$ cat src/sv/bb5_pkg.sv
`default_nettype none

package bb5_pkg;

    // Window geometry
    localparam int KERNEL_SIZE = 5;
    localparam int HALF_LO     = KERNEL_SIZE / 2;
    localparam int HALF_HI     = KERNEL_SIZE - 1 - HALF_LO;
    localparam int TAP_COUNT   = KERNEL_SIZE * KERNEL_SIZE;

    // Data widths
    localparam int PIX_BITS    = 8;
    localparam int LINE_BITS   = (KERNEL_SIZE - 1) * PIX_BITS;
    localparam int COLSUM_BITS = PIX_BITS + $clog2(KERNEL_SIZE);

    // Configuration port
    localparam int CFG_INDEX_BITS = 2;
    localparam int CFG_DATA_BITS  = 12;
    localparam logic [CFG_INDEX_BITS-1:0] REG_FRAME_WIDTH  = CFG_INDEX_BITS'(0);
    localparam logic [CFG_INDEX_BITS-1:0] REG_FRAME_HEIGHT = CFG_INDEX_BITS'(1);

    // Output queue
    localparam int OUTQ_DEPTH    = 8;
    localparam int OUTQ_PTR_BITS = $clog2(OUTQ_DEPTH);
    localparam int OUTQ_CNT_BITS = OUTQ_PTR_BITS + 1;

    // One accepted item with its border masks
    typedef struct packed {
        logic                      live;
        logic                      produce;
        logic                      last;
        logic [PIX_BITS-1:0]       pixel;
        logic [KERNEL_SIZE-1:0]    row_ok;
        logic [KERNEL_SIZE-1:0]    col_ok;
    } tap_item_t;

    // One vertical column sum with its horizontal mask
    typedef struct packed {
        logic                      live;
        logic                      produce;
        logic                      last;
        logic [COLSUM_BITS-1:0]    colsum;
        logic [KERNEL_SIZE-1:0]    col_ok;
    } col_item_t;

    typedef struct packed {
        logic [PIX_BITS-1:0]       blurred;
        logic                      last;
    } res_t;

    typedef struct packed {
        logic                      push;
        res_t                      res;
    } res_push_t;

endpackage

`default_nettype wire

$ cat src/sv/bb5_res_if.sv
`default_nettype none

interface bb5_res_if;
    logic                          valid;
    logic                          ready;
    logic [bb5_pkg::PIX_BITS-1:0]  blurred;
    logic                          last_of_frame;

    modport source (output valid, output blurred, output last_of_frame, input ready);
    modport sink (input valid, input blurred, input last_of_frame, output ready);
endinterface

`default_nettype wire

$ cat src/sv/bb5_fifo.sv
`default_nettype none

module bb5_fifo (
    input  wire logic                 clk,
    input  wire logic                 rst_n,
    input  wire bb5_pkg::res_push_t   push,
    input  wire logic                 claim,
    output logic                      room,
    bb5_res_if.source                 res
);

    localparam int OUTQ_DEPTH    = bb5_pkg::OUTQ_DEPTH;
    localparam int OUTQ_PTR_BITS = bb5_pkg::OUTQ_PTR_BITS;
    localparam int OUTQ_CNT_BITS = bb5_pkg::OUTQ_CNT_BITS;

    bb5_pkg::res_t              q_reg [0:OUTQ_DEPTH-1];
    logic [OUTQ_PTR_BITS-1:0]   wr_ptr_reg;
    logic [OUTQ_PTR_BITS-1:0]   rd_ptr_reg;
    logic [OUTQ_CNT_BITS-1:0]   count_reg, count_next;
    logic [OUTQ_CNT_BITS-1:0]   credits_reg, credits_next;
    logic                       pop;

    // Present the head entry
    assign res.valid         = count_reg != '0;
    assign res.blurred       = q_reg[rd_ptr_reg].blurred;
    assign res.last_of_frame = q_reg[rd_ptr_reg].last;
    assign pop               = res.valid && res.ready;

    // Reserve a slot for every result in flight so the pipeline never stalls
    assign room         = credits_reg < OUTQ_CNT_BITS'(OUTQ_DEPTH);
    assign credits_next = credits_reg + OUTQ_CNT_BITS'(claim) - OUTQ_CNT_BITS'(pop);
    assign count_next   = count_reg + OUTQ_CNT_BITS'(push.push) - OUTQ_CNT_BITS'(pop);

    always_ff @(posedge clk)
    begin
        if (push.push)
        begin
            q_reg[wr_ptr_reg] <= push.res;
        end
    end

    always_ff @(posedge clk or negedge rst_n)
    begin
        if (!rst_n)
        begin
            wr_ptr_reg  <= '0;
            rd_ptr_reg  <= '0;
            count_reg   <= '0;
            credits_reg <= '0;
        end
        else
        begin
            if (push.push)
            begin
                wr_ptr_reg <= wr_ptr_reg + OUTQ_PTR_BITS'(1);
            end
            if (pop)
            begin
                rd_ptr_reg <= rd_ptr_reg + OUTQ_PTR_BITS'(1);
            end
            count_reg   <= count_next;
            credits_reg <= credits_next;
        end
    end

endmodule

`default_nettype wire

$ cat src/flat_wrapper.sv
// flat-port wrapper written by rule: the top's interface ports become plain ports
module bb5_fifo_flat 
  (clk, rst_n, push, claim, room, res_valid, res_blurred, res_last_of_frame, res_ready);
  bb5_res_if res_i ();
  input  wire logic clk;
  input  wire logic rst_n;
  input  wire bb5_pkg::res_push_t push;
  input  wire logic claim;
  output logic room;
  output wire logic [$bits(res_i.valid)-1:0] res_valid;
  output wire logic [$bits(res_i.blurred)-1:0] res_blurred;
  output wire logic [$bits(res_i.last_of_frame)-1:0] res_last_of_frame;
  input wire logic [$bits(res_i.ready)-1:0] res_ready;
  assign res_valid = res_i.valid;
  assign res_blurred = res_i.blurred;
  assign res_last_of_frame = res_i.last_of_frame;
  assign res_i.ready = res_ready;
  bb5_fifo u_core (.clk(clk), .rst_n(rst_n), .push(push), .claim(claim), .room(room), .res(res_i));
endmodule
$ cat config.mk
export PLATFORM = sky130hd
export DESIGN_NAME = bb5_fifo_flat
export DESIGN_NICKNAME = d
export VERILOG_FILES = /design/src/sv/bb5_pkg.sv /design/src/sv/bb5_res_if.sv /design/src/sv/bb5_fifo.sv /design/src/flat_wrapper.sv
export SDC_FILE = /design/constraint.sdc
export NUM_CORES = 1
export LEC_CHECK = 0
export BUFFER_PORTS_ARGS = -buffer_cell sky130_fd_sc_hd__buf_2
export CAP_MARGIN = 20
export CORE_MARGIN = 5
export CORE_UTILIZATION = 40
export CTS_CLUSTER_SIZE = 24
export DETAILED_ROUTE_END_ITERATION = 10
export MAX_ROUTING_LAYER = met4
export PLACE_DENSITY_LB_ADDON = 0.08
export SETUP_SLACK_MARGIN = 0.1
export SLEW_MARGIN = 10
export SYNTH_ARGS = -nofsm -noshare
export SYNTH_HDL_FRONTEND = slang
export SYNTH_SLANG_ARGS = --single-unit
$ cat constraint.sdc
create_clock -name clk -period 3.4 [get_ports clk]
set_input_delay 0.51 -clock clk [delete_from_list [all_inputs] [get_ports clk]]
set_output_delay 0.51 -clock clk [all_outputs]
set_load 0.03 [all_outputs]
[Yosys cells after proc, flatten, opt, wreduce, memory -nomap -nowiden]
Memory sizes are Yosys's and may differ from the RTL's.
Index checks and enable logic that the tools add are counted.
W data, S select, Z words.
Storage, ports and cells
  register bits: 14
  bits in writable memories: 72
  input port bits: 14
  output and inout port bits: 11
  logic and storage cells: 16
  memories kept: 1
Cells by class
  add/subtract/negate cells: 6
  magnitude comparators: 1
  muxes and demuxes: 2
  reductions and logical operators: 2
Memory list
  u_core.q_reg: words 8, bits a word 9, read ports 1, clocked after memory_dff 0, write ports 1, line bb5_fifo.sv:16  | bb5_pkg::res_t q_reg [0:OUTQ_DEPTH-1];
Operators by type and width (number)
  $add A4 B1 Y4: 2
  $sub A4 B1 Y4: 2
  $add A3 B1 Y3 const B: 2
  $lt A4 B4 Y1 const B: 1
  $reduce_bool A4 Y1: 1
  $mux W1: 2
  $logic_and A1 B1 Y1: 1

[Longest topological paths before layout]
  word-level depth: 3
  gate-level depth with buffers: 9
  gate-level depth less buffers: 9

[Least setup slack after synthesis]
No wires, ideal clock.
  path type: reg2reg
  start: reg u_core.count_reg[2]
  end: reg u_core.credits_reg[2]
  setup time: 122 ps
  data arrival time: 2056 ps
  path slack: 1222 ps
  stages on the path, launching flop included: 9
  clock period less this slack: 2178 ps
  cells stage by stage: dfrtp_1 > inv_1 > ha_1 > or3b_2 > nand2_2 > xnor2_1 > ha_1 > fa_1 > xor2_1
Between the ends
  longest elaborated chain between the ends: 3
RTL lines
  start, declared: line bb5_fifo.sv:19  | logic [OUTQ_CNT_BITS-1:0] count_reg, count_next;
  start signal, assigned: line bb5_fifo.sv:61  | count_reg <= count_next;
  $reduce_bool A4 Y1: line bb5_fifo.sv:24  | assign res.valid = count_reg != '0;
  named net res_valid: line flat_wrapper.sv:10  | output wire logic [$bits(res_i.valid)-1:0] res_valid;
  $logic_and A1 B1 Y1: line bb5_fifo.sv:27  | assign pop = res.valid && res.ready;
  $sub A4 B1 Y4: line bb5_fifo.sv:31  | assign credits_next = credits_reg + OUTQ_CNT_BITS'(claim) - OUTQ_CNT_BITS'(pop);
  named net u_core.credits_next[2]: line bb5_fifo.sv:20  | logic [OUTQ_CNT_BITS-1:0] credits_reg, credits_next;
  end signal, assigned: line bb5_fifo.sv:62  | credits_reg <= credits_next;
  end, declared: line bb5_fifo.sv:20
The timed path passes the listed nets, and every way through them passes these cells.
A chain may end at the register's enable or synchronous reset.

[Worst setup path after layout]
  start: reg u_core.rd_ptr_reg[1]
  end: out res_blurred[4]
Between the ends
  longest elaborated chain between the ends: 1
RTL lines
  start, declared: line bb5_fifo.sv:18  | logic [OUTQ_PTR_BITS-1:0] rd_ptr_reg;
  start signal, assigned: line bb5_fifo.sv:59  | rd_ptr_reg <= rd_ptr_reg + OUTQ_PTR_BITS'(1);
  $mem_v2 Z8 W9
  end, declared: line flat_wrapper.sv:11  | output wire logic [$bits(res_i.blurred)-1:0] res_blurred;
No other way between the ends.

==> results.cfg <==
[placed_design]
placed_area_sq_um = 3840
post-place-ws_ns = 1.12
io_buffers = 24
place.gp.congestion = 0.673
dp_hpwl_um = 4070

[cells_and_area]
final_layout_size_suffix_gt1_share_pct = 33.8
largest_reg_flops = 72
finalInstanceArea_sq_um = 4070
syn2layout_area_growth_pct = 14.3
final_nets = 239
antenna-diode-count = 0
final_common_cell = edfxtp_1
layout_common_cells = edfxtp_1 (72), buf_2 (24), dfrtp_1 (14), buf_4 (10)

[floorplan]
core_area_sq_um = 8680
std_cell_rows = 34
die_w_um = 104
die_h_um = 104
initial_core_util_pct = 41.0
dieArea_sq_um = 10900
pin_count = 25

[timing]
finClkSkew_ns = 0.00596
worst_pin_slew_ns = 0.818
hold_viol = 0
fmax_ghz = 0.385
relSlewSlack_pct = 45.5
finalMaxSlewViolations = 0
period_needed_ns = 2.59
setup_viol = 0
rsz0062_at_grt = false
min_period_over_period_pct = 76.3
setup_tns_ns = 0
fin_ws_ns = 0.805

[power]
ir_worst_vdd_v = 0.000350
total_leakage_power_nw = 1.52
power_switching_w = 0.00120
powerDensity_nw_per_um2 = 894
p_comb_share_pct = 36.2
clkPwrFrac_pct = 21.5
p_int_w = 0.00243
power.share.sequential_pct = 42.3
switching_share_pct = 33.1

[synth]
synth_cells = 174
synth-seq-area-share_pct = 70.6
synth_compound_area_share_pct = 0.703
syn_nets = 199
ys_seq_elements = 86
synth-adder-area-share_pct = 4.29
ys_types = 26
yosysTopAreaCellShare_pct = 60.8
synth_top_family_by_area = multiplexers
yosys-top-cells-area = edfxtp_1 (61%), dfrtp_1 (9.8%), mux4_1 (6.6%)
yosysTopAreaCell = edfxtp_1
synth-xor-area-share_pct = 2.46
syn-cell-area_sq_um = 3560
ys_warn_count = 0
yosys-mux-area-fraction_pct = 17.1
avgSynthCellArea_sq_um = 20.5
synth-simple-area-share_pct = 2.78

[clock_tree]
cts_buffers = 9
cts-hold-fix-buffers = 0
cts_tree = built
clk_path_buf_depth = 2
insertion_delay_ns = 0.34
cts_sinks = 86
root_buffer = clkbuf_8
clkTransAtPathRegs_ns = 0.08
post_cts_buffers = 0
cts_resized = 0
h-tree-depth = 3

[global_route]
gr-usage-all-layers_pct = 13.1
antenna_found_initial = 0
grt_overflow = 0
grt_pass1_vias = 1854
grt_max_degree = 21
grt_pass1_wl_um = 10300

[detailed_routing]
first_pass_iters = 5
via_per_inst = 5.09
postRouteAntennaNets = 0
first_iter_violations = 103
wirelength_um = 6510
vias = 1665
drc = 0
routedWlPerCell_um = 19.9

[setup_path]
critical_path_class = register to output port
critPathMaxFanout = 20
cp-start-kind = register
startpoint = u_core.rd_ptr_reg[1]
cp-end-kind = output port
arrival_ns = 2.08
r2r_slack_ns = 1.15
critPathRequiredTime_ns = 2.89
r2r_start = u_core.count_reg[2]

[job]
drv_cap = 0

[run_status]
status = complete, no violations

[min_path]
worstHoldPathType = input port to asynchronous set/reset pin
## cell usage after synthesis
master / number
mux2i_1: 1
dfrtp_1: 14
mux2_2: 2
clkbuf_1: 1
nor3_1: 2
or2_2: 2
xnor2_1: 7
mux2_4: 9
a21oi_1: 2
a21o_1: 2
or3b_2: 1
edfxtp_1: 72
nand2_2: 1
mux4_2: 9
nand3_1: 1
nor2_1: 7
mux4_1: 9
inv_1: 8
buf_12: 1
buf_6: 1
buf_2: 2
fa_1: 2
xor2_1: 3
nand2_1: 3
nand2b_1: 3
ha_1: 9
## routing by layer
| layer | part of all wire [%] | vias to the layer above | global-route usage, % |
|---|---|---|---|
| li1 | - | 762 | - |
| met1 | 45 | 876 | 16.5 |
| met2 | 52 | 25 | 20.9 |
| met3 | 2.4 | 2 | 2.55 |
| met4 | 0.54 | 0 | 5.00 |
| met5 | 0 | - | - |
## per-stage QoR
stage	utilization, %	cells	total power [W]	hold slack [ns]
floorplan	-	174	0.00257	0.214
global placement	44.3	311	0.00283	0.412
detailed placement	44.3	311	0.00291	0.426
CTS	46.9	327	0.00369	0.0473
global route	46.9	327	0.00385	0.0595
finish	46.9	327	0.00364	0.0558
## worst max-delay path, cell delays in order, from the launching register on
cell and delay (ns):
dfrtp_1 0.88, mux4_1 0.40, mux2_4 0.29, buf_2 0.18
## cell families (layout without fill, tap and decap cells)
group | Yosys count | count (layout)
AND/OR/NAND/NOR | 20 | 20
adder cells (fa/ha/maj) | 11 | 11
buffers and inverters | 13 | 58
AO/OA/AOI/OAI | 4 | 4
multiplexers | 30 | 30
flip-flops | 86 | 86
XOR/XNOR | 10 | 10
## worst paths after layout
check                      cells past startpoint                     to
max                                            3         res_blurred[4]
min                                            1  u_core.credits_reg[3]
max reg2reg                                    9    u_core.count_reg[3]
min reg2reg                                    1   u_core.wr_ptr_reg[2]
max in group asynchronous                      1   u_core.rd_ptr_reg[1]
min in group clk                               2  u_core.credits_reg[0]
## final cells by class
| cell class | instances | area [sq um] |
|---|---|---|
| tap | 108 | 135 |
| fill | 767 | 4610 |
| clock buffer | 9 | 124 |
| sequential | 86 | 2510 |
| multi-input combinational | 75 | 971 |
| timing repair buffer | 34 | 195 |
| clock inverter | 7 | 98.8 |
| inverter | 8 | 30.0 |
## power groups by stage
stage | registers [W] | clock network [W] | logic [W]
floorplan | 0.00146 | 0 | 0.00111
finish | 0.00154 | 0.000783 | 0.00132
CTS | 0.00154 | 0.000806 | 0.00135
detailed placement | 0.00157 | 0 | 0.00134
global placement | 0.00155 | 0 | 0.00128
global route | 0.00156 | 0.000852 | 0.00143
Note: power is estimated with default switching activity, not from simulation.
