--- src/sv/bb5_pkg.sv ---
`default_nettype none

package bb5_pkg;

    // Window geometry
    localparam int KERNEL_SIZE = 5;
    localparam int HALF_LO     = KERNEL_SIZE / 2;
    localparam int HALF_HI     = KERNEL_SIZE - 1 - HALF_LO;
    localparam int TAP_COUNT   = KERNEL_SIZE * KERNEL_SIZE;

    // Data widths
    localparam int PIX_BITS    = 8;
    localparam int LINE_BITS   = (KERNEL_SIZE - 1) * PIX_BITS;
    localparam int COLSUM_BITS = PIX_BITS + $clog2(KERNEL_SIZE);

    // Configuration port
    localparam int CFG_INDEX_BITS = 2;
    localparam int CFG_DATA_BITS  = 12;
    localparam logic [CFG_INDEX_BITS-1:0] REG_FRAME_WIDTH  = CFG_INDEX_BITS'(0);
    localparam logic [CFG_INDEX_BITS-1:0] REG_FRAME_HEIGHT = CFG_INDEX_BITS'(1);

    // Output queue
    localparam int OUTQ_DEPTH    = 8;
    localparam int OUTQ_PTR_BITS = $clog2(OUTQ_DEPTH);
    localparam int OUTQ_CNT_BITS = OUTQ_PTR_BITS + 1;

    // One accepted item with its border masks
    typedef struct packed {
        logic                      live;
        logic                      produce;
        logic                      last;
        logic [PIX_BITS-1:0]       pixel;
        logic [KERNEL_SIZE-1:0]    row_ok;
        logic [KERNEL_SIZE-1:0]    col_ok;
    } tap_item_t;

    // One vertical column sum with its horizontal mask
    typedef struct packed {
        logic                      live;
        logic                      produce;
        logic                      last;
        logic [COLSUM_BITS-1:0]    colsum;
        logic [KERNEL_SIZE-1:0]    col_ok;
    } col_item_t;

    typedef struct packed {
        logic [PIX_BITS-1:0]       blurred;
        logic                      last;
    } res_t;

    typedef struct packed {
        logic                      push;
        res_t                      res;
    } res_push_t;

endpackage

`default_nettype wire

--- src/sv/bb5_pix_if.sv ---
`default_nettype none

interface bb5_pix_if;
    logic                          valid;
    logic                          ready;
    logic                          mode;
    logic [bb5_pkg::PIX_BITS-1:0]  pixel;

    modport source (output valid, output mode, output pixel, input ready);
    modport sink (input valid, input mode, input pixel, output ready);
endinterface

`default_nettype wire

--- src/sv/bb5_cfg_if.sv ---
`default_nettype none

interface bb5_cfg_if;
    logic                                valid;
    logic                                ready;
    logic [bb5_pkg::CFG_INDEX_BITS-1:0]  index;
    logic [bb5_pkg::CFG_DATA_BITS-1:0]   data;

    modport source (output valid, output index, output data, input ready);
    modport sink (input valid, input index, input data, output ready);
endinterface

`default_nettype wire

--- src/sv/bb5_ctrl.sv ---
`default_nettype none

module bb5_ctrl #(
    parameter int MAX_WIDTH = 1024
) (
    input  wire logic                          clk,
    input  wire logic                          rst_n,
    bb5_pix_if.sink                            pix,
    bb5_cfg_if.sink                            cfg,
    input  wire logic                          room,
    output bb5_pkg::tap_item_t                 item,
    output logic [$clog2(MAX_WIDTH)-1:0]       addr
);

    localparam int KERNEL_SIZE = bb5_pkg::KERNEL_SIZE;
    localparam int HALF_LO     = bb5_pkg::HALF_LO;
    localparam int HALF_HI     = bb5_pkg::HALF_HI;
    localparam int COL_BITS    = $clog2(MAX_WIDTH);
    localparam int WIDTH_BITS  = 11;
    localparam int HEIGHT_BITS = 12;
    localparam int ROW_BITS    = 13;
    localparam int DIM_BITS    = 14;
    localparam logic [WIDTH_BITS-1:0]  WIDTH_RESET  = WIDTH_BITS'(640);
    localparam logic [HEIGHT_BITS-1:0] HEIGHT_RESET = HEIGHT_BITS'(480);

    logic [WIDTH_BITS-1:0]  fw_reg, fw_next;
    logic [HEIGHT_BITS-1:0] fh_reg, fh_next;
    logic [COL_BITS-1:0]    in_col_reg, in_col_next;
    logic [ROW_BITS-1:0]    in_row_reg, in_row_next;
    logic [COL_BITS-1:0]    out_col_reg, out_col_next;
    logic [DIM_BITS-1:0]    lead_reg, lead_next;
    logic [DIM_BITS-1:0]    flush_reg, flush_next;

    logic [DIM_BITS-1:0]    eff_w;
    logic [HEIGHT_BITS-1:0] eff_h;
    logic [DIM_BITS-1:0]    lat;
    logic [DIM_BITS-1:0]    oc;
    logic                   flush_phase;
    logic                   accept;
    logic                   live;
    logic                   produce;
    logic                   last;
    logic                   col_end;
    logic                   out_col_end;
    logic                   cfg_write;
    logic                   restart;

    // Clamp the frame size and derive the lead-in length
    always_comb
    begin
        eff_w = DIM_BITS'(fw_reg);
        if (fw_reg == '0)
        begin
            eff_w = DIM_BITS'(1);
        end
        else if (eff_w > DIM_BITS'(MAX_WIDTH))
        begin
            eff_w = DIM_BITS'(MAX_WIDTH);
        end
        eff_h = (fh_reg == '0) ? HEIGHT_BITS'(1) : fh_reg;
        lat   = DIM_BITS'(HALF_HI) * eff_w + DIM_BITS'(HALF_HI);
    end

    // Handshake and frame phase
    assign pix.ready   = room;
    assign cfg.ready   = 1'b1;
    assign cfg_write   = cfg.valid && cfg.ready;
    assign accept      = pix.valid && pix.ready;
    assign flush_phase = in_row_reg >= ROW_BITS'(eff_h);
    assign live        = accept && (pix.mode == flush_phase);
    assign produce     = lead_reg == lat;
    assign last        = flush_phase && (flush_reg == lat - DIM_BITS'(1));
    assign oc          = DIM_BITS'(out_col_reg);
    assign col_end     = (DIM_BITS'(in_col_reg) + DIM_BITS'(1)) == eff_w;
    assign out_col_end = (oc + DIM_BITS'(1)) == eff_w;

    // Build the item with its row and column border masks
    always_comb
    begin
        item.live    = live;
        item.produce = produce;
        item.last    = last;
        item.pixel   = flush_phase ? '0 : pix.pixel;
        for (int d = 0; d < KERNEL_SIZE; d++)
        begin
            item.row_ok[d] = in_row_reg >= ROW_BITS'(d);
        end
        for (int k = 0; k < KERNEL_SIZE; k++)
        begin
            item.col_ok[k] = (oc + DIM_BITS'(k) >= DIM_BITS'(HALF_LO)) &&
                             (oc + DIM_BITS'(k) < eff_w + DIM_BITS'(HALF_LO));
        end
    end

    assign addr = in_col_reg;

    // Update registers and frame counters
    always_comb
    begin
        fw_next      = fw_reg;
        fh_next      = fh_reg;
        in_col_next  = in_col_reg;
        in_row_next  = in_row_reg;
        out_col_next = out_col_reg;
        lead_next    = lead_reg;
        flush_next   = flush_reg;
        restart      = 1'b0;

        if (cfg_write)
        begin
            case (cfg.index)
                bb5_pkg::REG_FRAME_WIDTH:
                begin
                    fw_next = cfg.data[WIDTH_BITS-1:0];
                    restart = 1'b1;
                end
                bb5_pkg::REG_FRAME_HEIGHT:
                begin
                    fh_next = cfg.data[HEIGHT_BITS-1:0];
                    restart = 1'b1;
                end
                default:
                begin
                    restart = 1'b0;
                end
            endcase
        end

        if (restart || (!cfg_write && live && last))
        begin
            in_col_next  = '0;
            in_row_next  = '0;
            out_col_next = '0;
            lead_next    = '0;
            flush_next   = '0;
        end
        else if (!cfg_write && live)
        begin
            if (col_end)
            begin
                in_col_next = '0;
                in_row_next = in_row_reg + ROW_BITS'(1);
            end
            else
            begin
                in_col_next = in_col_reg + COL_BITS'(1);
            end
            if (produce)
            begin
                out_col_next = out_col_end ? '0 : out_col_reg + COL_BITS'(1);
            end
            else
            begin
                lead_next = lead_reg + DIM_BITS'(1);
            end
            if (flush_phase)
            begin
                flush_next = flush_reg + DIM_BITS'(1);
            end
        end
    end

    always_ff @(posedge clk or negedge rst_n)
    begin
        if (!rst_n)
        begin
            fw_reg      <= WIDTH_RESET;
            fh_reg      <= HEIGHT_RESET;
            in_col_reg  <= '0;
            in_row_reg  <= '0;
            out_col_reg <= '0;
            lead_reg    <= '0;
            flush_reg   <= '0;
        end
        else
        begin
            fw_reg      <= fw_next;
            fh_reg      <= fh_next;
            in_col_reg  <= in_col_next;
            in_row_reg  <= in_row_next;
            out_col_reg <= out_col_next;
            lead_reg    <= lead_next;
            flush_reg   <= flush_next;
        end
    end

endmodule

`default_nettype wire

--- src/flat_wrapper.sv ---
// flat-port wrapper written by rule: the top's interface ports become plain ports
module bb5_ctrl_flat 
#(
    parameter int MAX_WIDTH = 1024
)
  (clk, rst_n, room, item, addr, pix_valid, pix_mode, pix_pixel, pix_ready, cfg_valid, cfg_index, cfg_data, cfg_ready);
  bb5_pix_if pix_i ();
  bb5_cfg_if cfg_i ();
  input  wire logic clk;
  input  wire logic rst_n;
  input  wire logic room;
  output bb5_pkg::tap_item_t item;
  output logic [$clog2(MAX_WIDTH)-1:0] addr;
  input wire logic [$bits(pix_i.valid)-1:0] pix_valid;
  input wire logic [$bits(pix_i.mode)-1:0] pix_mode;
  input wire logic [$bits(pix_i.pixel)-1:0] pix_pixel;
  output wire logic [$bits(pix_i.ready)-1:0] pix_ready;
  input wire logic [$bits(cfg_i.valid)-1:0] cfg_valid;
  input wire logic [$bits(cfg_i.index)-1:0] cfg_index;
  input wire logic [$bits(cfg_i.data)-1:0] cfg_data;
  output wire logic [$bits(cfg_i.ready)-1:0] cfg_ready;
  assign pix_i.valid = pix_valid;
  assign pix_i.mode = pix_mode;
  assign pix_i.pixel = pix_pixel;
  assign pix_ready = pix_i.ready;
  assign cfg_i.valid = cfg_valid;
  assign cfg_i.index = cfg_index;
  assign cfg_i.data = cfg_data;
  assign cfg_ready = cfg_i.ready;
  bb5_ctrl #(.MAX_WIDTH(MAX_WIDTH)) u_core (.clk(clk), .rst_n(rst_n), .pix(pix_i), .cfg(cfg_i), .room(room), .item(item), .addr(addr));
endmodule
--- config.mk ---
export PLATFORM = sky130hd
export DESIGN_NAME = bb5_ctrl_flat
export DESIGN_NICKNAME = d
export VERILOG_FILES = /design/src/sv/bb5_pkg.sv /design/src/sv/bb5_pix_if.sv /design/src/sv/bb5_cfg_if.sv /design/src/sv/bb5_ctrl.sv /design/src/flat_wrapper.sv
export SDC_FILE = /design/constraint.sdc
export NUM_CORES = 1
export LEC_CHECK = 0
export ABC_AREA = 0
export BUFFER_PORTS_ARGS = -buffer_cell sky130_fd_sc_hd__buf_2
export CAP_MARGIN = 20
export CORE_MARGIN = 2
export CORE_UTILIZATION = 55
export DETAILED_ROUTE_END_ITERATION = 10
export PLACE_DENSITY = 0.73
export SYNTH_ARGS = -nofsm -noshare
export SYNTH_HDL_FRONTEND = slang
export SYNTH_SLANG_ARGS = --single-unit
--- constraint.sdc ---
create_clock -name clk -period 6.5 [get_ports clk]
set_input_delay 1.3 -clock clk [delete_from_list [all_inputs] [get_ports clk]]
set_output_delay 1.3 -clock clk [all_outputs]
set_load 0.005 [all_outputs]
Word-level counts from Yosys, hierarchy flattened
Cells that the tools add are included.

Bits in latches: 0. Register bits after elaboration: 84. Input port bits: 28. Memories kept: 0. Output and inout port bits: 33. Bits in read-only memories: 0. RAM bits: 0. Word-level logic and storage cells: 92.

Divide/modulo/power cells: 0. Bitwise logic cells: 0. Mux-type cells: 22. Eq/ne operators: 7. Shifts and indexed selects: 0. $mul: 0. $lt $le $gt $ge: 17. Reduce and logical (&&, ||, !) cells: 26. Add/sub/neg operators: 13.

Operators by type and width (number): 2-to-1 mux 14 bit (6); 2-to-1 mux 10 bit (7); equality test 14 bit (4); greater-or-equal comparator 14 x 2 -> 1 bit, second input constant (4); less-than comparator 14 bit (4); 2-to-1 mux 13 bit (3); adder 14 x 1 -> 14 bit, second input constant (2); greater-or-equal comparator 13 x 1 -> 1 bit, second input constant (2); greater-or-equal comparator 13 x 2 -> 1 bit, second input constant (2); adder 10 x 1 -> 11 bit, second input constant (2); adder 10 x 2 -> 11 bit, second input constant (2); 2-to-1 mux 11 bit (2); adder 10 x 1 -> 10 bit, second input constant (2); adder 14 x 2 -> 14 bit, second input constant (1); less-than comparator 10 x 14 -> 1 bit (1); subtractor 14 x 1 -> 14 bit, second input constant (1); adder 12 x 2 -> 13 bit, second input constant (1); adder 13 x 1 -> 13 bit, second input constant (1); greater-or-equal comparator 13 x 12 -> 1 bit (1); greater-or-equal comparator 13 x 3 -> 1 bit, second input constant (1); zero test 12 bit (1); 2-to-1 mux 12 bit (1); AND reduction 2 bit (6); adder 10 x 3 -> 11 bit, second input constant (1); other kinds (14) (27).

Longest topological paths before layout
Word-level depth: 11. Gate-level depth with buffers: 18. Depth with buffers taken out: 14.

Worst setup path after synthesis
OpenSTA, ideal clock, no wires.

Kind: reg2out. Start point: register u_core.fw_reg[10]. End point: output item[18] (netlist bit). Required time: 5.200 ns. Slack: 1.366 ns. Stages on the path, launching flop included: 17. Arrival time: 3.834 ns. Path buffers: 6. Path through: dfrtp_1 buf_2 clkbuf_1 clkbuf_1 nor2b_1 ha_1 and4b_1 buf_6 and3_4 mux2i_4 xnor2_1 or3_1 a2111oi_0 and4bb_1 and3_1 clkbuf_1 buf_4.

Word-level cells in the longest chain between the ends: 7. Elaborated cells on any way between the ends: 8. Classes of those cells: add/sub (2); order compare (1); eq/ne (1); mux (2); reduce/logical (2).

RTL lines: start, declared (line bb5_ctrl.sv:26) `logic [WIDTH_BITS-1:0] fw_reg, fw_next;`; start signal, assigned (line bb5_ctrl.sv:177) `fw_reg <= fw_next;`; > comparator 11 bit (line bb5_ctrl.sv:56) `else if (eff_w > DIM_BITS'(MAX_WIDTH))`; 2-to-1 mux 11 bit (line bb5_ctrl.sv:56); 2-to-1 mux 11 bit (*) (line bb5_ctrl.sv:52) `if (fw_reg == '0)`; adder 12 x 2 -> 13 bit (*) (line bb5_ctrl.sv:61) `lat = DIM_BITS'(HALF_HI) * eff_w + DIM_BITS'(HALF_HI);`; subtractor 14 x 1 -> 14 bit (*) (line bb5_ctrl.sv:72) `assign last = flush_phase && (flush_reg == lat - DIM_BITS'(1));`; equality test 14 bit (*) (line bb5_ctrl.sv:72); logical AND 1 bit (*) (line bb5_ctrl.sv:72); end, declared (line flat_wrapper.sv:12) `output bb5_pkg::tap_item_t item;`.

Every way passes the cells marked *; elsewhere a longest branch is shown, timed or not.

==> out/results.tsv <==
metric	value	unit
status	completed	
Critical Path Source	u_core.fw_reg[4]$_DFFE_PN0P_	
htree depth	3	
worst path required time	5.20	ns
GRT busiest layer	met2	
Longest Clk Path Bufs	2	
Comb pwr share	34.0	%
DRC violation total after the first TritonRoute iteration	507	
Final nets	1030	
FMAX	173	MHz
Die Y	123	um
number of global-route vias before repair	6312	
Syn Area/Cell	8.64	um2
leakage	3.79	nW
Routed Wire Length	19400	um
largest net degree at the start of global routing	44	
Final period util	88.8	%
WP buf/inv	2	
io pins	61	
CTS resizes	0	
ranking of synthesized cells by area	dfrtp_1, ha_1, xnor2_1	
ANT cells	0	
count of warnings emitted by yosys	0	
most common cell in the netlist	ha_1	
largest area contributor in the netlist	dfrtp_1	
Fin Clk Skew	0.00892	ns
sequential area share after synthesis	27.1	%
GRT Util Overall	26.8	%
Post-Syn Area	7780	um2
fill count	1251	
Hold Fails Final Rpt	0	
CP max-delay cell	dfrtp_1	
Slew Viols, Final	0	
Synth cell types	77	
clock network fraction of total power	28.2	%
Hold Path Class	reg -> reg	
number of CTS-inserted buffers	9	
number of synthesized flops with an enable pin	0	
worst vdd ir	252	uV
slew of the pin with the lowest slew margin	1.03	ns
Setup-failing EPs final	0	
top post-synthesis cells by count	ha_1, dfrtp_1, nand2_1, nor2_1, xnor2_1	
Placed Area	8080	um2
Sink Count	84	
DRT Pass-1 Iters	5	
grt met1 use	37.2	%
placeable core area	13800	um2
final core utilization	60.5	%
fin area	8360	um2
Area growth, synth to finish	7.48	%
met3 GRT Util	4.98	%
max incr delay on CP	0.62	ns
Sequential Area	2110	um2
Async S/R FF share, synth	100	%
total die area	15100	um2
cts hold-fix bufs	0	
number of max-cap violations	0	
P_sw	0.000652	W
postcts setup bufs	0	
Seq pwr share	37.8	%
hold slack	0.516	ns
CP Launch Type	flop	
Max-slew headroom	30.9	%
share of the synthesized area in the top cell type	25.1	%
Switching Share	36.3	%
Setup TNS	0	ns
PortBufs	58	
Critical Path Sink Type	output pin	
# rows	43	
P_int	0.00114	W
HP Start	u_core.fh_reg[0]$_DFFE_PN0P_	
CTS tree	yes	
crit path time final	5.77	ns
unrepaired setup endpoints after global routing	false	
layout cells sized above 1	13.2	%
Via density	6.16	
Starting Density	56.2	%
ANT nets after route	0	
pwr/cell area	215	nW/um2
delay-heaviest family, CP	simple AND/OR/NAND/NOR gates	
CP max FO	16	
FF+latch count, synth	84	
DRC	0	
Die Span X	123	um
Top FF cell, synth	dfrtp_1	
CTS Root Cell	clkbuf_16	
grt ovf	0	
Multi-input gate area	5290	um2
first-pass GRT wire length	32000	um
DP Wirelength	14600	um
initial antenna violation count	0	
critical path class	reg -> out	
CP Cell Sequence	nor4_2 -> a32oi_1 -> inv_2 -> ha_1 -> and4b_1 -> and3_4 -> mux2i_4 -> xnor2_1 -> or3_1 -> a2111oi_0 -> and4bb_1 -> and3_1 -> buf_2	
RePlAce Congestion	0.941	
Reg clk slew, reported paths	0.06	ns
met2 GRT Util	43.4	%
Worst-Skew Late Latency	0.35	ns
Syn Inst Count	900	
WL/cell	17.6	um
Arr. time, crit path	4.47	ns
vias after detailed routing	6804	
FF-to-FF Start	u_core.fw_reg[4]$_DFFE_PN0P_	
final cells by class:
| type | instances | share of cell area, % |
|---|---|---|
| clock inverters | 4 | 0.614 |
| multi-input cells | 731 | 63.2 |
| repair buffers | 64 | 4.04 |
| well taps | 180 | 2.69 |
| flip-flops and latches | 84 | 25.2 |
| clock buffers | 11 | 2.78 |
| inverters | 31 | 1.39 |
worst paths after layout:
kind                                                     end  slack, ns  cells after the start
max in group asynchronous         u_core.addr[8]$_DFFE_PN0P_       4.61                      2
min                             u_core.fh_reg[0]$_DFFE_PN0P_       0.52                      1
min reg2reg                     u_core.fh_reg[0]$_DFFE_PN0P_       0.52                      1
min in group asynchronous   u_core.in_row_reg[2]$_DFFE_PN0P_       0.93                      1
max reg2reg                u_core.out_col_reg[5]$_DFFE_PN0P_       1.65                     14
max                                                 item[18]       0.73                     13
worst register-to-register path: stages, from the launching register on:
cell       delay (ns)
dfrtp_1          0.62
nor4_2           0.40
a32oi_1          0.19
inv_2            0.12
ha_1             0.30
and4b_1          0.37
and3_4           0.26
mux2i_4          0.25
xnor2_1          0.09
or3_1            0.36
a2111oi_0        0.37
and4bb_1         0.33
a31o_1           0.48
buf_4            0.44
nor2_1           0.13
metrics by stage:
stage / std cells / setup slack (ns) / power (W)
2_1_floorplan: 901 / 1.37 / 0.00111
3_3_place_gp: 1090 / 1.22 / 0.00128
5_1_grt: 1105 / 0.381 / 0.00192
3_5_place_dp: 1090 / 1.16 / 0.00129
4_1_cts: 1105 / 0.757 / 0.00180
6_report: 1105 / 0.727 / 0.00180
cells in the final DEF (no fill, tap or decap), drive strengths merged, types with 13 or more instances in the layout:
master and n:
ha 81, dfrtp 78, nand2 66, nor2 65, buf 64, xnor2 56
xor2 43, a21oi 36, o21ai 35, nand3 33, inv 31, nand4 25
mux2 22, o21a 21, nand2b 19, nor3 19, or3 17, and3 17
a21o 16, and2 13, or4 13
cell families after synthesis:
logic type	Yosys count	share of synthesized area, %
other cells	1	0.0482
compound gates	189	16.6
buf+inv	86	5.02
simple gates	333	22.9
xor+xnor	99	11.2
fa+ha+maj	81	13.0
mux	27	4.04
flops	84	27.1
metal layers:
metal	part of all wire [%]	wire, um
met5	0	0
met4	1.0	200
met3	5.8	1120
met2	46	9000
met1	47	9100
power by group through the flow:
stage,registers (W),clock network [W],logic [W]
6_report,0.000680,0.000507,0.000610
5_1_grt,0.000692,0.000540,0.000684
4_1_cts,0.000677,0.000516,0.000609
3_5_place_dp,0.000686,0,0.000604
3_3_place_gp,0.000684,0,0.000593
2_1_floorplan,0.000629,0,0.000484
Note: power is estimated with default switching activity, not from simulation.
