## config.mk

```make
export PLATFORM = sky130hd
export DESIGN_NAME = bb5_window
export DESIGN_NICKNAME = d
export VERILOG_FILES = /design/src/sv/bb5_pkg.sv /design/src/sv/bb5_window.sv
export SDC_FILE = /design/constraint.sdc
export NUM_CORES = 1
export LEC_CHECK = 0
export BUFFER_PORTS_ARGS = -buffer_cell sky130_fd_sc_hd__buf_2
export CAP_MARGIN = 20
export CORE_UTILIZATION = 50
export DETAILED_ROUTE_END_ITERATION = 10
export HOLD_SLACK_MARGIN = 0.15
export PLACE_DENSITY = 0.79
export SLEW_MARGIN = 20
export SYNTH_ARGS = -nofsm -noshare
export SYNTH_HDL_FRONTEND = slang
export SYNTH_SLANG_ARGS = --single-unit
```

## constraint.sdc

```tcl
create_clock -name clk -period 6.38 [get_ports clk]
set_input_delay 0.319 -clock clk [delete_from_list [all_inputs] [get_ports clk]]
set_output_delay 0.319 -clock clk [all_outputs]
set_load 0.01 [all_outputs]
```

## src/sv/bb5_pkg.sv

```systemverilog
`default_nettype none

package bb5_pkg;

    // Window geometry
    localparam int KERNEL_SIZE = 5;
    localparam int HALF_LO     = KERNEL_SIZE / 2;
    localparam int HALF_HI     = KERNEL_SIZE - 1 - HALF_LO;
    localparam int TAP_COUNT   = KERNEL_SIZE * KERNEL_SIZE;

    // Data widths
    localparam int PIX_BITS    = 8;
    localparam int LINE_BITS   = (KERNEL_SIZE - 1) * PIX_BITS;
    localparam int COLSUM_BITS = PIX_BITS + $clog2(KERNEL_SIZE);

    // Configuration port
    localparam int CFG_INDEX_BITS = 2;
    localparam int CFG_DATA_BITS  = 12;
    localparam logic [CFG_INDEX_BITS-1:0] REG_FRAME_WIDTH  = CFG_INDEX_BITS'(0);
    localparam logic [CFG_INDEX_BITS-1:0] REG_FRAME_HEIGHT = CFG_INDEX_BITS'(1);

    // Output queue
    localparam int OUTQ_DEPTH    = 8;
    localparam int OUTQ_PTR_BITS = $clog2(OUTQ_DEPTH);
    localparam int OUTQ_CNT_BITS = OUTQ_PTR_BITS + 1;

    // One accepted item with its border masks
    typedef struct packed {
        logic                      live;
        logic                      produce;
        logic                      last;
        logic [PIX_BITS-1:0]       pixel;
        logic [KERNEL_SIZE-1:0]    row_ok;
        logic [KERNEL_SIZE-1:0]    col_ok;
    } tap_item_t;

    // One vertical column sum with its horizontal mask
    typedef struct packed {
        logic                      live;
        logic                      produce;
        logic                      last;
        logic [COLSUM_BITS-1:0]    colsum;
        logic [KERNEL_SIZE-1:0]    col_ok;
    } col_item_t;

    typedef struct packed {
        logic [PIX_BITS-1:0]       blurred;
        logic                      last;
    } res_t;

    typedef struct packed {
        logic                      push;
        res_t                      res;
    } res_push_t;

endpackage

`default_nettype wire

```

## src/sv/bb5_window.sv

```systemverilog
`default_nettype none

module bb5_window (
    input  wire logic                 clk,
    input  wire logic                 rst_n,
    input  wire bb5_pkg::col_item_t   col,
    output bb5_pkg::res_push_t        push
);

    localparam int KERNEL_SIZE = bb5_pkg::KERNEL_SIZE;
    localparam int TAP_COUNT   = bb5_pkg::TAP_COUNT;
    localparam int PIX_BITS    = bb5_pkg::PIX_BITS;
    localparam int COLSUM_BITS = bb5_pkg::COLSUM_BITS;
    localparam int SUM_BITS    = PIX_BITS + $clog2(TAP_COUNT);
    // Reciprocal of the tap count, exact for every window sum
    localparam int RECIP_SHIFT = SUM_BITS + 6;
    localparam int MULT_BITS   = RECIP_SHIFT - 3;
    localparam int PROD_BITS   = SUM_BITS + MULT_BITS;
    localparam logic [MULT_BITS-1:0] RECIP_MULT =
        MULT_BITS'((2 ** RECIP_SHIFT + TAP_COUNT - 1) / TAP_COUNT);

    logic [COLSUM_BITS-1:0] hist_reg [0:KERNEL_SIZE-2];
    logic                   s3_live_reg;
    logic                   s3_last_reg;
    logic [SUM_BITS-1:0]    s3_sum_reg;

    logic [SUM_BITS-1:0]    win_sum;
    logic [PROD_BITS-1:0]   prod;

    // Add the masked columns; the newest column is the rightmost tap
    always_comb
    begin
        win_sum = col.col_ok[KERNEL_SIZE-1] ? SUM_BITS'(col.colsum) : '0;
        for (int k = 0; k < KERNEL_SIZE - 1; k++)
        begin
            if (col.col_ok[k])
            begin
                win_sum = win_sum + SUM_BITS'(hist_reg[KERNEL_SIZE-2-k]);
            end
        end
    end

    // Shift the column history on every live item
    always_ff @(posedge clk)
    begin
        if (col.live)
        begin
            hist_reg[0] <= col.colsum;
            for (int j = 1; j < KERNEL_SIZE - 1; j++)
            begin
                hist_reg[j] <= hist_reg[j-1];
            end
        end
        s3_sum_reg  <= win_sum;
        s3_last_reg <= col.last;
    end

    always_ff @(posedge clk or negedge rst_n)
    begin
        if (!rst_n)
        begin
            s3_live_reg <= 1'b0;
        end
        else
        begin
            s3_live_reg <= col.live && col.produce;
        end
    end

    // Divide by multiplying with the reciprocal
    assign prod             = PROD_BITS'(s3_sum_reg) * PROD_BITS'(RECIP_MULT);
    assign push.push        = s3_live_reg;
    assign push.res.blurred = prod[RECIP_SHIFT +: PIX_BITS];
    assign push.res.last    = s3_last_reg;

endmodule

`default_nettype wire

```

* Yosys cells after proc, flatten, opt, wreduce, memory -nomap -nowiden
Memory sizes are Yosys's and may differ from the RTL's.
Index checks and enable logic that the tools add are counted.
** Storage, ports and cells
- Flip-flop bits (word level) :: 15
- RAM bits :: 44
- Output and inout bits :: 10
- Word-level logic and storage cells :: 17
- Memories kept :: 1
** Memories
- hist_reg :: words 4, bits a word 11, read ports 4, clocked after memory_dff 0, wr ports 4, line bb5_window.sv:22 : logic [COLSUM_BITS-1:0] hist_reg [0:KERNEL_SIZE-2];
** Cells by class
- Add/subtract/negate cells :: 4
- Multipliers :: 1
- Mux-type cells :: 7
- Reduce and logical (&&, ||, !) cells :: 1
** Operator list (count)
- 13-bit by 11-bit adder with 13-bit output :: 3
- 13-bit 2-to-1 mux :: 3
- 13-bit by 13-bit multiplier with 25-bit output (second input constant) :: 1
- 11-bit by 11-bit adder with 12-bit output :: 1
- 12-bit 2-to-1 mux :: 1
- 11-bit 2-to-1 mux :: 1
- 1-bit 2-to-1 mux :: 2
- 1-bit logical AND :: 1

* Longest topological paths before layout
Gate-level depths: netlist (run 1).
- Depth after elaboration :: 9
- Depth in mapped cells :: 37

* Worst setup path after synthesis (run 1)
Ideal clock, no wire load.
- Path type :: input to register
- Start point :: in col[4] in the netlist's numbering
- End point :: reg s3_sum_reg[12]
- Library setup time :: 0.126 ns
- Arrival time :: 6.275 ns
- Required time :: 6.254 ns
- Path slack :: -0.021 ns
- Cell stages on the path :: 35
- Buffers on the path :: 2
- Path through :: buf_6 > clkbuf_1 > and2_1 > ha_1 > inv_1 > fa_1 > nor2b_1 > a21oi_1 > or2_1 > nand2_1 > xnor2_1 > nand2_1 > xor2_1 > ha_1 > and4_1 > a2111oi_4 > xor2_1 > nand2_1 > o21ai_1 > inv_1 > ha_1 > or3_1 > nand3_1 > o21ai_1 > ha_1 > or2_1 > a311oi_1 > o21ai_1 > a31oi_1 > nor2b_1 > o21ai_1 > nand2b_1 > mux2i_1 > a21oi_1 > o211ai_2
** Between the ends
- Cells in the longest elaborated chain, start to end :: 9
** RTL lines
- start: declaration :: line bb5_window.sv:6 : input wire bb5_pkg::col_item_t col,
- 11-bit 2-to-1 mux (*) :: line bb5_window.sv:33 : win_sum = col.col_ok[KERNEL_SIZE-1] ? SUM_BITS'(col.colsum) : '0;
- 11-bit by 11-bit adder with 12-bit output :: line bb5_window.sv:38 : win_sum = win_sum + SUM_BITS'(hist_reg[KERNEL_SIZE-2-k]);
- 12-bit 2-to-1 mux (*) :: line bb5_window.sv:36 : if (col.col_ok[k])
- 13-bit by 11-bit adder with 13-bit output :: line bb5_window.sv:38
- 13-bit 2-to-1 mux (*) :: line bb5_window.sv:36
- 13-bit by 11-bit adder with 13-bit output :: line bb5_window.sv:38
- 13-bit 2-to-1 mux (*) :: line bb5_window.sv:36
- 13-bit by 11-bit adder with 13-bit output :: line bb5_window.sv:38
- 13-bit 2-to-1 mux (*) :: line bb5_window.sv:36
- named net win_sum[12] :: line bb5_window.sv:27 : logic [SUM_BITS-1:0] win_sum;
- end signal: assignment :: line bb5_window.sv:54 : s3_sum_reg <= win_sum;
- end: declaration :: line bb5_window.sv:25 : logic [SUM_BITS-1:0] s3_sum_reg;
Mark *: on every way through the listed nets, which the timed path passes. The rest lies on a longest branch.

==> results of run 1 <==
[logic make-up after synthesis]
group	count (synthesis)	share of synthesized area
AO/OA/AOI/OAI	144	0.1342
XOR/XNOR	44	0.05197
adder cells (fa/ha/maj)	191	0.3831
buffers and inverters	150	0.08404
flip-flops	59	0.2194
multiplexers	18	0.02700
AND/OR/NAND/NOR	151	0.1004
[critical path: cells and delay by family (launching register included)]
family	cells	cell delay, ns
AOI/OAI and AO/OA	17	2.86
adders and majority gates	5	1.43
buffers and inverters	3	0.25
DFF	1	0.34
muxes	1	0.07
and+or+nand+nor	7	1.02
[path summary, 6_finish.rpt]
check | from | endpoint | slack [ns] | cells after the start
max in group asynchronous | rst_n | s3_live_reg | 6.01 | 2
worst max register to register | hist_reg[3][0] | s3_sum_reg[12] | 0.27 | 33
worst min register to register | hist_reg[1][9] | hist_reg[2][9] | 0.47 | 0
worst min-delay path | col[5] | hist_reg[0][0] | 0.17 | 1
worst max-delay path | hist_reg[3][0] | s3_sum_reg[12] | 0.27 | 33
min in group asynchronous | rst_n | s3_live_reg | 0.28 | 2
[synth_stat cells, types with 15 or more instances]
cell,number,area share
ha_1,131,0.22
inv_1,130,0.066
fa_1,60,0.16
edfxtp_1,44,0.18
a21oi_1,35,0.024
nand2_1,34,0.017
nor2_1,34,0.017
xnor2_1,29,0.034
o21ai_0,26,0.018
nand3_1,18,0.012
nor3_1,16,0.011
xor2_1,15,0.018
[through the flow]
stage                     worst slack (ns)    util  setup TNS (ns)  cells  instance area [µm²]
after floorplan                    0.08105       -               0    757                 7418
final                               0.2711  0.5654               0    977                 8187
after CTS                          0.09548  0.5531               0    973                 8008
after global routing               -0.1431  0.5654         -0.1431    977                 8187
after global placement              0.1247  0.5311               0    955                 7690
after detailed placement          -0.07883  0.5311        -0.07883    955                 7690
[final cells by class]
| class | instances | area, µm² | area share |
|---|---|---|---|
| flip-flops and latches | 59 | 1627 | 0.1987 |
| well taps | 184 | 230.2 | 0.02812 |
| clock buffers | 13 | 260.3 | 0.03179 |
| inverters | 131 | 491.7 | 0.06006 |
| multi-input cells | 548 | 5314 | 0.6491 |
| clock inverters | 3 | 37.54 | 0.004585 |
| repair buffers | 39 | 226.5 | 0.02766 |
[routing by layer]
metal / part of all wire / wire length (µm) / vias up / GRT usage
met5: 0 / 0 / - / 0
met4: 0.025 / 365 / 0 / 0.08133
met3: 0.030 / 446 / 31 / 0.02564
met2: 0.50 / 7386 / 109 / 0.3667
met1: 0.45 / 6690 / 2546 / 0.2680
li1: - / - / 2653 / -
[what timing repair did]
item	in CTS	in global routing
endpoints found under the hold margin	2	0
buffers inserted	0	4
setup endpoints to repair	0	4
resized for setup	0	33
hold buffers	2	0
==> out/results.ini, run 1 <==
[synthesis]
post_synth_num_cell_types=71
synth_top_flop_cell=edfxtp_1
synth_cells=757
ys_ff_latch=59
ys_seq_area_frac=0.2194
async_flop_share=0.01695
synth_area_um2=7415
syn-num-nets=969
synth-edff-count=44
avgSynthCellArea_um2=9.795
ys_warn_count=0

[clock_tree]
root_buffer=clkbuf_16
path_clk_slew_ns=0.05
cts_tree=yes
cts_made_buffers=9
cts_max_level=3
insertion_delay_ns=0.33
cts.sinks=59
cts_buffer_depth=2

[worst_hold_path]
hp-class=in2reg

[worst_setup_path]
path_max_fanout=6
required_ns=6.59
start_kind=flop
worst_setup_path_end_kind=flop
cpPeakStageDelay_ns=0.42
critical_path_class=reg2reg
crit_slowest_cell=fa_2
arrival_ns=6.32
critPathMostFrequentCell=a21oi_1

[placed_design]
io_buffers=30
dp_hpwl_mm=11.66
gp_congestion=0.8379

[final_layout]
drive_above_1_share=0.1337
largest_register_ffs=44
antenna_cells=0
areaGrowthSynthToFinish_pct=10.41
final_common_cell=inv_1
layout_common_cells=inv_1, ha_1, fa_1, edfxtp_1
fillers=1213
fin_nets=1000

[grt]
grt_max_degree=46
grt_usage=0.2114
grt_overflow=0
grt_pass1_wl_mm=24.90
grt_pass1_vias=5440
antenna_found_initial=0

[timing]
fin_crit_ns=6.109
relSlewSlack=0.3196
maxSlewViolCount=0
finalCritPeriodShare=0.9575
hold_viol=0
finClkSkew_ns=0.008529
timing.fmax_ghz=0.1637
rsz0062_at_grt=yes
setup_viol=0
hold_slack_ns=0.1737
worstMarginPinSlew_ns=1.021

[drt]
vias_per_cell=5.465
drt.antenna.violating_nets=0
drc_errors=0
drt_wl_total_mm=14.89
drt_iter0_drc=304
drt_first_pass_iters=5
routed-via-count=5339
wire_per_inst_um=15.24

[floorplanning]
ios=31
coreArea_um2=14480
rows=44
fp.dieW_um=123.8
die_h_um=123.8
die-area_um2=15320
start_util=0.5121

[outcome]
status=finished clean

[flow_run]
max-cap-violations=0

Power of run 1 is left out: the tool's default activity adds up to more than one toggle a clock period on the data nets, which glitch-free logic cannot reach.
==> inputs of run 2 (changes only) <==
--- a/config.mk
+++ b/config.mk
@@ -11,6 +11,7 @@
 export DETAILED_ROUTE_END_ITERATION = 10
 export HOLD_SLACK_MARGIN = 0.15
 export PLACE_DENSITY = 0.79
+export RECOVER_POWER = 25
 export SLEW_MARGIN = 20
 export SYNTH_ARGS = -nofsm -noshare
 export SYNTH_HDL_FRONTEND = slang
==> run 2 against run 1 <==
Clock skew decreased by 0.0011 ns. Register-to-register slack barely moved. Design area barely moved. Sequential share of layout area about the same. Non-clock buffer count is the same. Via count up 0.17%. Fmax unchanged. Wire length down 0.28%. Die area unchanged. Count of clock-buffer cells in the layout stayed put. Critical path type unchanged. Highest routed layer unchanged.
==> out/results.ini, run 2 (synthesis results as in run 1) <==
[outcome]
status=finished clean

[placed_design]
post-place-ws_ns=-0.07883
post-place-cells=955
dp_hpwl_mm=11.66
gp_congestion=0.8379
io_buffers=30

[final_layout]
largest_register_ffs=44
fin_nets=1000
layout_common_cells=inv_1, ha_1, fa_1, edfxtp_1
drive_above_1_share=0.1286
antenna_cells=0
final-instance-count-excl-fill=977
final_common_cell=inv_1
fillers=1216
multi_input_area_um2=5314
areaGrowthSynthToFinish_pct=10.34
seqCellArea_um2=1627

[worst_setup_path]
arrival_ns=6.32
critical_path_class=reg2reg
start_kind=flop
critPathMostFrequentCell=a21oi_1
path_max_fanout=6
required_ns=6.59
worst_setup_path_end_kind=flop
regToRegSetupSlack_ns=0.27
crit_slowest_cell=fa_2
cpPeakStageDelay_ns=0.42

[clock_tree]
path_clk_slew_ns=0.05
insertion_delay_ns=0.33
cts.sinks=59
cts_tree=yes
root_buffer=clkbuf_16
cts_max_level=3
cts_buffer_depth=2
cts_made_buffers=9

[timing]
finClkSkew_ns=0.007425
relSlewSlack=0.3206
rsz0062_at_grt=yes
timing.fmax_ghz=0.1637
hold_viol=0
setup_viol=0
fin_crit_ns=6.109
setup_ws_ns=0.2711
finalCritPeriodShare=0.9575
worstMarginPinSlew_ns=1.019
maxSlewViolCount=0
setup_tns_ns=0

[drt]
routed-via-count=5348
drt.antenna.violating_nets=0
drt_iter0_drc=303
drt_wl_total_mm=14.85
drt_first_pass_iters=5
wire_per_inst_um=15.20
drc_errors=0
vias_per_cell=5.474

[floorplanning]
coreArea_um2=14480
die-area_um2=15320
start_util=0.5121
die_h_um=123.8
ios=31
fp.dieW_um=123.8
rows=44

[worst_hold_path]
hp-class=in2reg

[grt]
antenna_found_initial=0
grt_overflow=0
grt_pass1_wl_mm=24.90
grt_usage=0.2114
grt_pass1_vias=5440
grt_max_degree=46

[flow_run]
max-cap-violations=0

## run 2: cell types whose count changed in the layout (fill, tap and decap cells not counted)
cell / before / now
buf_2: 30 / 26
clkbuf_1: 2 / 6
## run 2: path summary, 6_finish.rpt
check,end,depth (start not counted),start
max,s3_sum_reg[12],33,hist_reg[3][0]
min,hist_reg[0][0],1,col[5]
max reg2reg,s3_sum_reg[12],33,hist_reg[3][0]
min reg2reg,hist_reg[2][9],0,hist_reg[1][9]
max in group asynchronous,s3_live_reg,2,rst_n
min in group asynchronous,s3_live_reg,2,rst_n
## run 2: timing repair
item | in CTS | in global routing
hold buffers | 2 | 0
setup buffers | 0 | 4
hold endpoints to repair | 2 | 0
resized for setup | 0 | 33
setup endpoints to repair | 0 | 4
## run 2: worst max-delay path: cells and delay by family (launching register included)
kind            cells  cell delay [ns]
compound gates     17             2.87
fa+ha+maj           5             1.43
simple gates        7             1.02
flops               1             0.33
buf+inv             3             0.25
mux                 1             0.07
## run 2: stage by stage
step,util,cell area (µm²),hold WS [ns]
5_1_grt,0.5651,8182,0.1688
3_3_place_gp,0.5311,7690,0.09467
2_1_floorplan,-,7418,0.02341
3_5_place_dp,0.5311,7690,0.09623
4_1_cts,0.5531,8008,0.1652
6_report,0.5651,8182,0.1735
## run 2: layer usage
metal / vias up / GRT usage / routed length (µm)
met1: 2551 / 0.2680 / 6629
met2: 116 / 0.3667 / 7339
met3: 30 / 0.02564 / 505
met4: 0 / 0.08133 / 374
met5: - / 0 / 0
li1: 2651 / - / -
## run 2: area by class of cell
cell class              count  share of cell area
multi-input cells         548              0.6495
flip-flops and latches     59              0.1988
inverters                 131             0.06010
clock buffers              13             0.03181
well taps                 184             0.02814
repair buffers             39             0.02707
clock inverters             3            0.004588
Power of run 2 is left out for the same reason.
==> inputs of run 3 (changes only) <==
--- a/config.mk
+++ b/config.mk
@@ -5,6 +5,7 @@
 export SDC_FILE = /design/constraint.sdc
 export NUM_CORES = 1
 export LEC_CHECK = 0
+export ABC_AREA = 1
 export BUFFER_PORTS_ARGS = -buffer_cell sky130_fd_sc_hd__buf_2
 export CAP_MARGIN = 20
 export CORE_UTILIZATION = 50
==> run 3 against run 2 <==
Non-clock buffer count shrank 7. Register-to-register slack gained 0.45 ns. Design area grew 1.8%. Area after synthesis grew 4.7%. Highest routed layer unchanged.
==> out/results.ini, run 3 <==
[grt]
grt_max_degree=46
grt_pass1_wl_mm=29.08
grt_pass1_vias=6230
grt_overflow=0
met2_usage=0.4176
grt_usage=0.2280
met1_usage=0.2813
top_usage_layer=met2
antenna_found_initial=0
met3_usage=0.03374

[synthesis]
synth_cells=935
ys_warn_count=0
async_flop_share=0.01695
synth-edff-count=44
yosys.area.top_type=ha_1
synthTopCellsByCount=nand2_1, inv_1, ha_1
ys_seq_area_frac=0.2096
synth_area_um2=7761
synthTopCellsByArea=ha_1, edfxtp_1, fa_1
avgSynthCellArea_um2=8.301
post_synth_num_cell_types=42
synth_top_flop_cell=edfxtp_1
synth_top_area_frac=0.2112
ys_ff_latch=59
syn-num-nets=1147
yosysMostFrequentCell=nand2_1

[final_layout]
antenna_cells=0
largest_register_ffs=44
areaGrowthSynthToFinish_pct=7.271
layout_common_cells=nand2_1, inv_1, ha_1, fa_1, nand3_1
fin_nets=1171
final_common_cell=nand2_1
drive_above_1_share=0.06535

[drt]
drt.antenna.violating_nets=0
vias_per_cell=5.357
drt_wl_total_mm=17.18
wire_per_inst_um=14.91
drc_errors=0
drt_first_pass_iters=6
drt_iter0_drc=394
routed-via-count=6171

[clock_tree]
cts_made_buffers=9
insertion_delay_ns=0.33
cts.sinks=59
path_clk_slew_ns=0.06
cts_max_level=3
cts_tree=yes
cts_buffer_depth=2
root_buffer=clkbuf_16

[floorplanning]
start_util=0.5105
die-area_um2=16030
ios=31
die_h_um=126.6
rows=45
coreArea_um2=15200
fp.dieW_um=126.6

[timing]
setup_ws_ns=0.7214
setup_viol=0
finalCritPeriodShare=0.8869
maxSlewViolCount=0
relSlewSlack=0.3511
rsz0062_at_grt=no
worstMarginPinSlew_ns=0.9734
setup_tns_ns=0
finClkSkew_ns=0.006270
timing.fmax_ghz=0.1767
fin_crit_ns=5.659
hold_viol=0

[placed_design]
post-place-ws_ns=0.4978
io_buffers=30
dp_hpwl_mm=14.16
gp_congestion=0.8917

[worst_setup_path]
required_ns=6.60
critPathMostFrequentCell=nand2_1
crit_slowest_cell=fa_1
critical_path_class=reg2reg
path_max_fanout=5
cpPeakStageDelay_ns=0.45
arrival_ns=5.88
start_kind=flop
worst_setup_path_end_kind=flop

[outcome]
status=finished clean

[flow_run]
max-cap-violations=0

[worst_hold_path]
hp-class=in2reg

[run 3: cell types whose count changed in the layout (fill, tap and decap cells not counted), sizes merged, moves of 8 or more]
cell and change:
nand2 +163, nor3 -9, inv +53, o21a -9
nor2b -8, nand3 +42, a21oi +14, buf -14
xnor2 -10, mux2 -13
[run 3: critical path, delay by kind of cell (launching register included)]
kind / cells / cell delay, ns
adders and majority gates: 5 / 1.76
AOI/OAI and AO/OA: 7 / 1.54
and+or+nand+nor: 12 / 1.13
xor gates and xnor gates: 3 / 0.40
DFF: 1 / 0.39
buffers and inverters: 5 / 0.35
[run 3: final timing paths]
check                                     from        endpoint  slack (ns)  depth (start not counted)
worst min register to register  hist_reg[0][0]  hist_reg[1][0]        0.46                          0
worst max-delay path            hist_reg[3][0]  s3_sum_reg[11]        0.72                         32
worst max register to register  hist_reg[3][0]  s3_sum_reg[11]        0.72                         32
worst min-delay path                   col[17]     s3_live_reg        0.17                          3
max in group asynchronous                rst_n     s3_live_reg        6.01                          2
min in group asynchronous                rst_n     s3_live_reg        0.29                          2
[run 3: repair_timing]
item                                   in CTS  in global routing
endpoints found under the hold margin       2                  0
setup buffers                               0                  0
gates resized for setup                     0                  0
hold buffers                                2                  0
[run 3: per-stage QoR]
step / utilization / hold WS (ns) / area [µm²] / cells
floorplan: - / 0.02341 / 7761 / 935
global placement: 0.5243 / 0.09298 / 7970 / 1134
detailed placement: 0.5243 / 0.09503 / 7970 / 1134
CTS: 0.5486 / 0.1637 / 8339 / 1152
global route: 0.5477 / 0.1943 / 8325 / 1152
finish: 0.5477 / 0.1708 / 8325 / 1152
[run 3: layout make-up]
type,instances,area [µm²]
timing repair buffer,32,156.4
sequential,59,1627
clock buffer,9,225.2
tap,188,235.2
clock inverter,7,123.9
multi-input combinational,673,5268
fill,1364,6877
inverter,184,690.7
[run 3: logic make-up (layout without fill, tap and decap cells)]
family	Yosys count	in the layout	synth area share
AO/OA/AOI/OAI	122	122	0.08995
XOR/XNOR	34	34	0.03837
adder cells (fa/ha/maj)	191	191	0.3660
buffers and inverters	203	232	0.1117
flip-flops	59	59	0.2096
AND/OR/NAND/NOR	326	326	0.1844
[run 3: per-layer routing]
metal | vias to the layer above | wire [µm] | part of all wire
li1 | 3084 | - | -
met3 | 28 | 618 | 0.036
met1 | 2913 | 7613 | 0.44
met4 | 0 | 310 | 0.018
met2 | 146 | 8634 | 0.50
met5 | - | 0 | 0
Power of run 3 is left out for the same reason.
